### src/rtl/core/ppurs_pkg.sv
// ============================================================================
// ppurs_pkg
// Shared types and constants of the picture-unit register and scroll block.
// ============================================================================
package ppurs_pkg;

    localparam int PAL_DEPTH   = 32;
    localparam int PAL_IDX_W   = $clog2(PAL_DEPTH);
    localparam int PAL_DATA_W  = 6;

    typedef enum logic [3:0] {
        OP_REG_WRITE  = 4'd0,
        OP_REG_READ   = 4'd1,
        OP_MEM_RETURN = 4'd2,
        OP_SET_FLAG   = 4'd3,
        OP_LINE_START = 4'd4,
        OP_LINE_END   = 4'd5,
        OP_RELOAD     = 4'd6,
        OP_SOFT_RESET = 4'd7,
        OP_HARD_RESET = 4'd8
    } op_t;

    typedef enum logic [1:0] {
        REQ_NONE  = 2'd0,
        REQ_READ  = 2'd1,
        REQ_WRITE = 2'd2
    } req_t;

    typedef struct packed {
        logic                  clear;
        logic                  wr_en;
        logic                  rd_en;
        logic [PAL_IDX_W-1:0]  index;
        logic [PAL_DATA_W-1:0] wdata;
    } pal_cmd_t;

    typedef struct packed {
        logic [7:0]  read_data;
        logic        pal_read;
        req_t        mem_request;
        logic [13:0] mem_address;
        logic [7:0]  mem_write_data;
        logic        nmi_pulse;
        logic        nmi_enable;
        logic        render_on;
        logic [14:0] scroll_address;
        logic [2:0]  fine_x;
    } result_t;

endpackage

### src/rtl/core/ppu_register_scroll_unit.sv
// ============================================================================
// ppu_register_scroll_unit
// CPU-facing registers and scroll counters of a picture unit, with a
// 32-entry palette held in a synchronous memory.
//
//   Channel   Prefix  Direction  Carries
//   input     s_      in         one register access or event per beat
//   result    m_      out        one result beat per input beat
//
// Each beat is decoded and the state updated in the cycle it is accepted;
// the result appears in the next cycle, with a palette read taken straight
// from the memory's registered output. With m_ready held high a beat is
// taken every cycle. A stalled result holds, and a new beat is taken in the
// same cycle that the waiting result is taken. Reset clears all state and
// the palette valid bits at once; no clearing pass is needed.
// ============================================================================
module ppu_register_scroll_unit (
    input  logic        aclk,
    input  logic        aresetn,
    input  logic        s_valid,
    output logic        s_ready,
    input  logic [3:0]  s_operation,
    input  logic [2:0]  s_reg_index,
    input  logic [7:0]  s_bus_data,
    input  logic [7:0]  s_mem_data,
    input  logic [1:0]  s_flag_select,
    input  logic        s_flag_value,
    output logic        m_valid,
    input  logic        m_ready,
    output logic [7:0]  m_read_data,
    output logic [1:0]  m_mem_request,
    output logic [13:0] m_mem_address,
    output logic [7:0]  m_mem_write_data,
    output logic        m_nmi_pulse,
    output logic        m_nmi_enable,
    output logic        m_render_on,
    output logic [14:0] m_scroll_address,
    output logic [2:0]  m_fine_x_out
);
    import ppurs_pkg::*;

    logic                  accept;
    result_t               result;
    pal_cmd_t              pal_cmd;
    logic [PAL_DATA_W-1:0] pal_data;
    result_t               out_reg;
    logic                  out_valid_reg;

    assign s_ready = !out_valid_reg || m_ready;
    assign accept  = s_valid && s_ready;

    ppurs_ctrl u_ctrl (
        .aclk        (aclk),
        .aresetn     (aresetn),
        .accept      (accept),
        .operation   (s_operation),
        .reg_index   (s_reg_index),
        .bus_data    (s_bus_data),
        .mem_data    (s_mem_data),
        .flag_select (s_flag_select),
        .flag_value  (s_flag_value),
        .result      (result),
        .pal_cmd     (pal_cmd)
    );

    ppurs_pal_mem u_pal_mem (
        .aclk    (aclk),
        .aresetn (aresetn),
        .cmd     (pal_cmd),
        .rd_data (pal_data)
    );

    always_ff @(posedge aclk) begin
        if (!aresetn) begin
            out_valid_reg <= 1'b0;
        end else if (s_ready) begin
            out_valid_reg <= s_valid;
        end
    end

    always_ff @(posedge aclk) begin
        if (accept) begin
            out_reg <= result;
        end
    end

    assign m_valid          = out_valid_reg;
    assign m_read_data      = out_reg.pal_read ? {{(8-PAL_DATA_W){1'b0}}, pal_data}
                                               : out_reg.read_data;
    assign m_mem_request    = out_reg.mem_request;
    assign m_mem_address    = out_reg.mem_address;
    assign m_mem_write_data = out_reg.mem_write_data;
    assign m_nmi_pulse      = out_reg.nmi_pulse;
    assign m_nmi_enable     = out_reg.nmi_enable;
    assign m_render_on      = out_reg.render_on;
    assign m_scroll_address = out_reg.scroll_address;
    assign m_fine_x_out     = out_reg.fine_x;

endmodule

### src/rtl/core/ppurs_pal_mem.sv
// ============================================================================
// ppurs_pal_mem
// Palette memory with registered read data and per-entry valid bits that a
// reset or a clear command drops, so unwritten entries read as zero.
// ============================================================================
module ppurs_pal_mem (
    input  logic                            aclk,
    input  logic                            aresetn,
    input  ppurs_pkg::pal_cmd_t             cmd,
    output logic [ppurs_pkg::PAL_DATA_W-1:0] rd_data
);
    import ppurs_pkg::*;

    logic [PAL_DATA_W-1:0] mem [PAL_DEPTH];
    logic [PAL_DEPTH-1:0]  valid_reg;
    logic [PAL_DATA_W-1:0] q_reg;
    logic                  q_valid_reg;

    always_ff @(posedge aclk) begin
        if (cmd.wr_en) begin
            mem[cmd.index] <= cmd.wdata;
        end
        if (cmd.rd_en) begin
            q_reg <= mem[cmd.index];
        end
    end

    always_ff @(posedge aclk) begin
        if (!aresetn || cmd.clear) begin
            valid_reg   <= '0;
            q_valid_reg <= 1'b0;
        end else begin
            if (cmd.wr_en) begin
                valid_reg[cmd.index] <= 1'b1;
            end
            if (cmd.rd_en) begin
                q_valid_reg <= valid_reg[cmd.index];
            end
        end
    end

    assign rd_data = q_valid_reg ? q_reg : '0;

endmodule

### src/rtl/core/ppurs_ctrl.sv
// ============================================================================
// ppurs_ctrl
// Register state and event decode: control, mask, status, scroll addresses,
// fine X, write toggle, read buffer and bus latch, plus palette commands.
// ============================================================================
module ppurs_ctrl (
    input  logic                 aclk,
    input  logic                 aresetn,
    input  logic                 accept,
    input  logic [3:0]           operation,
    input  logic [2:0]           reg_index,
    input  logic [7:0]           bus_data,
    input  logic [7:0]           mem_data,
    input  logic [1:0]           flag_select,
    input  logic                 flag_value,
    output ppurs_pkg::result_t   result,
    output ppurs_pkg::pal_cmd_t  pal_cmd
);
    import ppurs_pkg::*;

    localparam logic [2:0] REG_CTRL   = 3'd0;
    localparam logic [2:0] REG_MASK   = 3'd1;
    localparam logic [2:0] REG_STATUS = 3'd2;
    localparam logic [2:0] REG_SCROLL = 3'd5;
    localparam logic [2:0] REG_ADDR   = 3'd6;
    localparam logic [2:0] REG_DATA   = 3'd7;

    localparam logic [1:0] FLAG_NONE = 2'd3;
    localparam logic [5:0] PAL_PAGE  = 6'h3F;
    localparam logic [4:0] LAST_ROW  = 5'd29;
    localparam logic [4:0] WRAP_ROW  = 5'd31;

    logic [7:0]  ctrl_reg,   ctrl_next;
    logic [7:0]  mask_reg,   mask_next;
    logic [2:0]  status_reg, status_next;
    logic [14:0] cur_reg,    cur_next;
    logic [14:0] temp_reg,   temp_next;
    logic [2:0]  finex_reg,  finex_next;
    logic        toggle_reg, toggle_next;
    logic [7:0]  buffer_reg, buffer_next;
    logic [7:0]  latch_reg,  latch_next;

    logic [13:0] data_addr;
    logic [13:0] stepped_addr;
    logic        in_palette;
    logic        rendering;
    logic [4:0]  coarse_y;
    logic [PAL_IDX_W-1:0] pal_index;

    always_comb begin
        data_addr    = cur_reg[13:0];
        stepped_addr = data_addr + (ctrl_reg[2] ? 14'd32 : 14'd1);
        in_palette   = (data_addr[13:8] == PAL_PAGE);
        rendering    = mask_reg[3] || mask_reg[4];
        coarse_y     = cur_reg[9:5];
        pal_index    = (data_addr[1:0] != 2'b00) ? data_addr[PAL_IDX_W-1:0]
                                                 : {1'b0, data_addr[3:2], 2'b00};
    end

    always_comb begin
        ctrl_next   = ctrl_reg;
        mask_next   = mask_reg;
        status_next = status_reg;
        cur_next    = cur_reg;
        temp_next   = temp_reg;
        finex_next  = finex_reg;
        toggle_next = toggle_reg;
        buffer_next = buffer_reg;
        latch_next  = latch_reg;

        result                = '0;
        result.mem_request    = REQ_NONE;
        pal_cmd               = '0;
        pal_cmd.index         = pal_index;
        pal_cmd.wdata         = bus_data[5:0];

        unique case (operation)
            OP_REG_WRITE: begin
                latch_next = bus_data;
                case (reg_index)
                    REG_CTRL: begin
                        ctrl_next = bus_data;
                        result.nmi_pulse = !ctrl_reg[7] && bus_data[7] && status_reg[0];
                        temp_next[11:10] = bus_data[1:0];
                    end
                    REG_MASK: begin
                        mask_next = bus_data;
                    end
                    REG_SCROLL: begin
                        if (!toggle_reg) begin
                            temp_next[4:0] = bus_data[7:3];
                            finex_next     = bus_data[2:0];
                        end else begin
                            temp_next[9:5]   = bus_data[7:3];
                            temp_next[14:12] = bus_data[2:0];
                        end
                        toggle_next = !toggle_reg;
                    end
                    REG_ADDR: begin
                        if (!toggle_reg) begin
                            temp_next[13:8] = bus_data[5:0];
                            temp_next[14]   = 1'b0;
                        end else begin
                            temp_next[7:0] = bus_data;
                            cur_next       = {temp_reg[14:8], bus_data};
                        end
                        toggle_next = !toggle_reg;
                    end
                    REG_DATA: begin
                        result.mem_request    = REQ_WRITE;
                        result.mem_address    = data_addr;
                        result.mem_write_data = bus_data;
                        pal_cmd.wr_en         = accept && in_palette;
                        cur_next              = {cur_reg[14], stepped_addr};
                    end
                    default: begin
                    end
                endcase
            end
            OP_REG_READ: begin
                case (reg_index)
                    REG_STATUS: begin
                        result.read_data = {status_reg[0], status_reg[1], status_reg[2],
                                            latch_reg[4:0]};
                        status_next[0] = 1'b0;
                        toggle_next    = 1'b0;
                        latch_next     = {status_reg[0], status_reg[1], status_reg[2],
                                          latch_reg[4:0]};
                    end
                    REG_DATA: begin
                        result.mem_request = REQ_READ;
                        if (!in_palette) begin
                            result.read_data   = buffer_reg;
                            latch_next         = buffer_reg;
                            result.mem_address = data_addr;
                        end else begin
                            result.pal_read    = 1'b1;
                            pal_cmd.rd_en      = accept;
                            result.mem_address = data_addr - 14'h1000;
                        end
                        cur_next = {cur_reg[14], stepped_addr};
                    end
                    default: begin
                        result.read_data = latch_reg;
                    end
                endcase
            end
            OP_MEM_RETURN: begin
                buffer_next = mem_data;
            end
            OP_SET_FLAG: begin
                if (flag_select != FLAG_NONE) begin
                    status_next[flag_select] = flag_value;
                end
            end
            OP_LINE_START: begin
                if (rendering) begin
                    cur_next[10]  = temp_reg[10];
                    cur_next[4:0] = temp_reg[4:0];
                end
            end
            OP_LINE_END: begin
                if (rendering) begin
                    if (cur_reg[14:12] != 3'd7) begin
                        cur_next[14:12] = cur_reg[14:12] + 3'd1;
                    end else begin
                        cur_next[14:12] = 3'd0;
                        if (coarse_y == LAST_ROW) begin
                            cur_next[9:5] = 5'd0;
                            cur_next[11]  = !cur_reg[11];
                        end else if (coarse_y == WRAP_ROW) begin
                            cur_next[9:5] = 5'd0;
                        end else begin
                            cur_next[9:5] = coarse_y + 5'd1;
                        end
                    end
                end
            end
            OP_RELOAD: begin
                if (rendering) begin
                    cur_next = temp_reg;
                end
            end
            OP_SOFT_RESET, OP_HARD_RESET: begin
                ctrl_next   = '0;
                mask_next   = '0;
                cur_next    = '0;
                temp_next   = '0;
                finex_next  = '0;
                toggle_next = 1'b0;
                buffer_next = '0;
                latch_next  = '0;
                if (operation == OP_HARD_RESET) begin
                    status_next   = '0;
                    pal_cmd.clear = accept;
                end
            end
            default: begin
            end
        endcase

        result.nmi_enable     = ctrl_next[7];
        result.render_on      = mask_next[3] || mask_next[4];
        result.scroll_address = cur_next;
        result.fine_x         = finex_next;
    end

    always_ff @(posedge aclk) begin
        if (!aresetn) begin
            ctrl_reg   <= '0;
            mask_reg   <= '0;
            status_reg <= '0;
            cur_reg    <= '0;
            temp_reg   <= '0;
            finex_reg  <= '0;
            toggle_reg <= 1'b0;
            buffer_reg <= '0;
            latch_reg  <= '0;
        end else if (accept) begin
            ctrl_reg   <= ctrl_next;
            mask_reg   <= mask_next;
            status_reg <= status_next;
            cur_reg    <= cur_next;
            temp_reg   <= temp_next;
            finex_reg  <= finex_next;
            toggle_reg <= toggle_next;
            buffer_reg <= buffer_next;
            latch_reg  <= latch_next;
        end
    end

endmodule
### config.mk
export PLATFORM = sky130hd
export DESIGN_NAME = ppu_register_scroll_unit
export DESIGN_NICKNAME = d
export VERILOG_FILES = /design/src/rtl/core/ppurs_pkg.sv /design/src/rtl/core/ppu_register_scroll_unit.sv /design/src/rtl/core/ppurs_pal_mem.sv /design/src/rtl/core/ppurs_ctrl.sv
export SDC_FILE = /design/constraint.sdc
export NUM_CORES = 1
export LEC_CHECK = 0
export ABC_AREA = 0
export BUFFER_PORTS_ARGS = -buffer_cell sky130_fd_sc_hd__buf_4
export CORE_UTILIZATION = 55
export CTS_CLUSTER_DIAMETER = 50
export CTS_CLUSTER_SIZE = 10
export DETAILED_ROUTE_END_ITERATION = 12
export PLACE_DENSITY = 0.76
export SLEW_MARGIN = 25
export SYNTH_ARGS = -nofsm -noshare
export SYNTH_HDL_FRONTEND = slang
export SYNTH_HIERARCHICAL = 1
export SYNTH_SLANG_ARGS = --single-unit
### constraint.sdc
create_clock -name aclk -period 6.9 [get_ports aclk]
set_input_delay 1.035 -clock aclk [delete_from_list [all_inputs] [get_ports aclk]]
set_output_delay 1.035 -clock aclk [all_outputs]
set_load 0.01 [all_outputs]
==> key figures, run 1 <==
Place
  – Port Buffers: 84
  – Post-placement cell count: 1556
  – HPWL after DPL: 25470 µm
  – Final Wtd Congestion: 0.9355

STA
  – Min cycle time layout: 4.326 ns
  – Max-slew violations: 0
  – Slew @ Worst Pin: 0.8703 ns
  – Hold Fails Final Rpt: 0
  – Fmax: 0.2311 GHz
  – Final period utilization: 62.70%
  – Final-report setup violation count: 0
  – RSZ-0062 raised after global routing: no
  – Relative slew slack: 40.83%
  – Final TNS setup: 0 ns
  – Worst Skew: 0.02836 ns

Logic synthesis
  – Synth area leaders: edfxtp_1, dfxtp_1, mux4_2
  – Syn Area/Cell: 12.91 µm²
  – Asr flop ratio synth: 0%
  – Area share of the largest cell type after synthesis: 48.25%
  – Seq cells post-synth: 343
  – Post-synthesis cell type count: 92
  – Cell taking the most area after synthesis: edfxtp_1
  – Synth warnings: 6
  – Syn Nets: 1253
  – Count leader, synth: edfxtp_1
  – Cells after synthesis: 1215
  – Post-synthesis instance area: 15690 µm²
  – Post-synth EDFFs: 252
  – Fraction of the yosys area taken by sequential cells: 59.86%
  – Synth Flop Type: edfxtp_1
  – Commonest cells post-synth: edfxtp_1, nor2_1, dfxtp_1

Worst setup path
  – Worst R2R End: u_pal_mem/mem[13][5]
  – CP endpoint kind: flop
  – R2R cell count: 6
  – Worst R2R Start: m_valid
  – Worst path required time: 7.06 ns
  – Critical Path Fanout Max: 50
  – R2R Setup Slk: 2.88 ns
  – Critical path type: input port to flop
  – Crit start category: input port
  – Crit path DAT: 4.49 ns

Hold path
  – Worst Hold End: u_pal_mem/valid_reg[24]
  – Hold Path Depth: 1
  – Hold Crit Class: flop to flop
  – Hold Path Origin: u_pal_mem/valid_reg[24]

Global routing
  – Largest net degree at the start of global routing: 64
  – GRT Util Overall: 27.83%
  – Vias in the first global route: 10019
  – Grt ovf: 0
  – First-pass GRT wire length: 60220 µm
  – Initial antenna violation count: 0

Flow run
  – Max_cap viols: 0

Floorplan
  – Core area: 27930 µm²
  – Die H: 170.9 µm
  – # rows: 61
  – Die outline width: 170.9 µm
  – Die Footprint: 29200 µm²
  – I/O pins: 85
  – Initial Util: 56.15%

Layout
  – P&R area growth vs syn: 10.79%
  – Final Non-Filler Cells: 1635
  – Nets@finish: 1261
  – Proportion of layout cells with a drive suffix above 1: 18.54%
  – Finished Core Util: 62.21%
  – ANT cells: 0
  – Max reg flops: 192

Clock tree
  – Clock Pin Slew Worst Setup and Hold Paths: 0.05 ns
  – TritonCTS clock tree: built
  – Num CTS Buffers: 43
  – Post-CTS Repair Setup Buffers: 0
  – CTS H-tree depth: 2
  – Clock Sinks: 343
  – CTS Hold Bufs: 0
  – Clock latency at the later pin of the worst-skew pair: 0.55 ns
  – Post-CTS Resized: 0
  – CTS root buf: clkbuf_16
  – Clock buffer depth: 3

Power and ir drop
  – Leak Pwr: 5.961 nW
  – Maximum VDD drop: 0.0001986 V
  – Pwr dens: 266.4 nW/µm²

Detailed routing
  – Drt initial violations: 1793
  – Pre-antenna DRT Iters: 5
  – Via density per instance: 6.539
  – Detail Route Antenna Nets: 0
  – Post-Route WL: 40190 µm
  – Routed length per placed instance: 24.58 µm
  – Via count: 10692
  – Residual DRC: 0

Run status
  – Status: finished clean
worst max-delay path by stage:
stage | from | end | cells past startpoint
detailed placement | m_ready | u_pal_mem/mem[25][1] | 7
floorplan | m_ready | u_pal_mem/mem[8][0] | 8
CTS | m_ready | u_pal_mem/mem[13][5] | 7
finish | m_ready | u_pal_mem/mem[13][5] | 7
global route | m_ready | u_pal_mem/mem[13][5] | 7
global placement | m_ready | u_pal_mem/mem[3][5] | 7
routing by layer:
metal	track usage [%]	up-vias	wire (µm)
li1	-	4635	-
met1	39.29	5212	16040
met2	43.76	749	18580
met3	5.205	96	4476
met4	8.890	0	1083
met5	0	-	0
kinds of logic after synthesis:
kind of cell / count (synthesis) / share of synthesized area [%]
simple gates: 351 / 11.25
flops: 343 / 59.86
compound gates: 275 / 12.15
buf+inv: 146 / 5.392
mux: 88 / 10.49
fa+ha+maj: 8 / 0.6382
xor+xnor: 4 / 0.2234
cells in the final DEF, fill, tap and decap left out, drive strengths merged, types with 9 or more instances in the layout:
master,instances
a211oi,12
a21oi,67
a22oi,27
a31oi,18
a32oi,9
and2,19
and3,25
buf,94
clkbuf,70
dfxtp,91
edfxtp,252
inv,18
mux2i,26
mux4,54
nand2,91
nand2b,9
nand3,22
nand3b,9
nand4,20
nor2,116
o21a,34
o21ai,40
critical path: stages:
cell and delay [ns]:
buf_4 0.07, nand2b_1 0.12, and2_4 0.57, clkinv_1 0.56, nor4_1 0.72, nand3b_1 0.66, nor2_1 0.71
stage by stage:
step | hold WS [ns] | cell area [µm²] | total power, W | setup slack, ns
floorplan | 0.4324 | 15690 | 0.002552 | 1.925
global placement | 0.4403 | 16090 | 0.002649 | 2.296
detailed placement | 0.4557 | 16100 | 0.002654 | 2.083
CTS | 0.4685 | 17380 | 0.004640 | 2.643
global route | 0.4861 | 17380 | 0.004758 | 2.298
finish | 0.4650 | 17380 | 0.004629 | 2.574
power breakdown:
group          internal (W)  switching (W)
Combinational      0.000129       0.000211
Sequential          0.00225      0.0000356
Clock               0.00118       0.000829
cell type report:
| class | instances | area (µm²) |
|---|---|---|
| Timing Repair Buffer | 94 | 705.7 |
| Multi-Input combinational cell | 726 | 5469 |
| Tap cell | 378 | 473.0 |
| Fill cell | 2054 | 10560 |
| Clock inverter | 9 | 101.3 |
| Clock buffer | 70 | 1177 |
| Sequential cell | 343 | 9395 |
| Inverter | 15 | 56.30 |
No activity file was read; power rests on OpenSTA's default activity.
==> run 2: changes to the inputs <==
clock period = 4.55 ns   (was 6.9 ns; I/O delays follow)
==> key figures, run 2 (same netlist as run 1, synthesis figures left out) <==
Run status
  – Status: finished clean (unchanged)

Worst setup path
  – CP endpoint kind: flop (unchanged)
  – Crit start category: flop (was input port)
  – Critical Path Fanout Max: 14 (was 50)
  – Crit path cell chain: and4_1 > nand2_1 > nor4_1 > nand3_1 > nor2_1 (was buf_4 > nand2b_1 > and2_4 > clkinv_1 > nor4_1 > nand3b_1 > nor2_1)
  – Critical path type: flop to flop (was input port to flop)
  – R2R Setup Slk: 1.02 ns (was 2.88 ns)
  – Crit path DAT: 3.70 ns (was 4.49 ns)
  – CP peak stage delay: 0.73 ns (was 0.72 ns)
  – Worst path required time: 4.72 ns (was 7.06 ns)
  – Slowest-stage cell, CP: nor2_1 (was nor4_1)

Clock tree
  – Clock latency at the later pin of the worst-skew pair: 0.55 ns (about the same)
  – Post-CTS Repair Setup Buffers: 0 (unchanged)
  – Clock Sinks: 343 (unchanged)
  – Num CTS Buffers: 42 (was 43)
  – Clock Pin Slew Worst Setup and Hold Paths: 0.05 ns (about the same)
  – CTS root buf: clkbuf_16 (unchanged)
  – TritonCTS clock tree: built (unchanged)
  – CTS H-tree depth: 2 (unchanged)
  – CTS Hold Bufs: 0 (unchanged)
  – Post-CTS Resized: 0 (unchanged)
  – Clock buffer depth: 3 (unchanged)

STA
  – Final period utilization: 77.54%
  – Final-report setup violation count: 0 (unchanged)
  – Slew @ Worst Pin: 0.9329 ns (was 0.8703 ns)
  – Relative slew slack: 37.58% (was 40.83%)
  – RSZ-0062 raised after global routing: no (unchanged)
  – Min cycle time layout: 3.528 ns
  – Hold Fails Final Rpt: 0 (unchanged)
  – Worst setup margin: 1.022 ns (was 2.574 ns)
  – Final TNS setup: 0 ns (unchanged)
  – Hold Slack: 0.4130 ns (was 0.4650 ns)
  – Max-slew violations: 0 (unchanged)
  – Fmax: 0.2834 GHz
  – Worst Skew: 0.02734 ns (was 0.02836 ns)

Global routing
  – Initial antenna violation count: 0 (unchanged)
  – GRT Util Overall: 27.08% (was 27.83%)
  – First-pass GRT wire length: 58840 µm (was 60220 µm)
  – Vias in the first global route: 9976 (was 10019)
  – Largest net degree at the start of global routing: 65 (was 64)
  – Grt ovf: 0 (unchanged)

Place
  – Port Buffers: 84 (unchanged)
  – HPWL after DPL: 25010 µm (was 25470 µm)
  – Post-placement cell count: 1559 (was 1556)
  – Final Wtd Congestion: 0.9714 (was 0.9355)
  – Post-place setup slack: 0.7226 ns (was 2.083 ns)

Power and ir drop
  – Pwr dens: 402.0 nW/µm² (was 266.4 nW/µm²)
  – Maximum VDD drop: 0.0002662 V (was 0.0001986 V)
  – Leak Pwr: 5.974 nW (was 5.961 nW)

Layout
  – Final Non-Filler Cells: 1636 (was 1635)
  – Commonest non-fill, non-tap cell in the layout: edfxtp_1 (unchanged)
  – Max reg flops: 192 (unchanged)
  – ANT cells: 0 (unchanged)
  – Proportion of layout cells with a drive suffix above 1: 18.60% (was 18.54%)
  – Most frequent cells in the layout: edfxtp_1, nor2_1, buf_4 (unchanged)
  – Nets@finish: 1263 (was 1261)
  – Finished Core Util: 62.24% (was 62.21%)
  – P&R area growth vs syn: 10.84% (was 10.79%)

Flow run
  – Max_cap viols: 0 (unchanged)

Detailed routing
  – Residual DRC: 0 (unchanged)
  – Pre-antenna DRT Iters: 6 (was 5)
  – Via density per instance: 6.458 (was 6.539)
  – Via count: 10566 (was 10692)
  – Post-Route WL: 38870 µm (was 40190 µm)
  – Detail Route Antenna Nets: 0 (unchanged)
  – Routed length per placed instance: 23.76 µm (was 24.58 µm)
  – Drt initial violations: 1253 (was 1793)

Floorplan
  – I/O pins: 85 (unchanged)
  – Die H: 170.9 µm (unchanged)
  – Die outline width: 170.9 µm (unchanged)
  – Core area: 27930 µm² (unchanged)
  – Initial Util: 56.15% (unchanged)
  – # rows: 61 (unchanged)
  – Die Footprint: 29200 µm² (unchanged)

Hold path
  – Hold Crit Class: input port to flop (was flop to flop)
-- run 2: layout make-up --
cell class                      count  area [µm²]
Clock inverter                      8       90.09
Inverter                           15       56.30
Timing Repair Buffer               97       728.2
Tap cell                          378       473.0
Sequential cell                   343        9395
Multi-Input combinational cell    726        5469
Clock buffer                       69        1174
Fill cell                        2051       10550
-- run 2: worst paths after layout --
| check | startpoint | endpoint | depth (start not counted) |
|---|---|---|---|
| setup / recovery | u_ctrl/cur_reg[8] | u_pal_mem/mem[19][1] | 5 |
| hold reg to reg | u_pal_mem/valid_reg[27] | u_pal_mem/valid_reg[27] | 1 |
| hold / removal | s_valid | m_valid | 3 |
| setup reg to reg | u_ctrl/cur_reg[8] | u_pal_mem/mem[19][1] | 5 |
-- run 2: critical path: cells and delay by family, from the launching register on --
kind          cells  cell delay [ns]
simple gates      5             2.55
flops             1             0.60
-- run 2: layer usage --
metal,GRT usage (%),vias to the layer above,routed length [µm]
li1,-,4636,-
met1,39.21,5183,16100
met2,42.25,646,17920
met3,3.747,101,3831
met4,9.123,0,1019
met5,0,-,0
-- run 2: power by group --
part           internal [W]  switching (W)  total [W]  leakage, nW
combinational      0.000198       0.000311   0.000509         2.31
sequential          0.00341      0.0000572    0.00346         3.06
clock               0.00178        0.00124    0.00302        0.605
-- run 2: metrics by stage --
| step | cell area, µm² | power, W |
|---|---|---|
| 3_5_place_dp | 16110 | 0.004021 |
| 5_1_grt | 17390 | 0.007182 |
| 2_1_floorplan | 15690 | 0.003869 |
| 3_3_place_gp | 16110 | 0.004013 |
| 6_report | 17390 | 0.006990 |
| 4_1_cts | 17380 | 0.007013 |
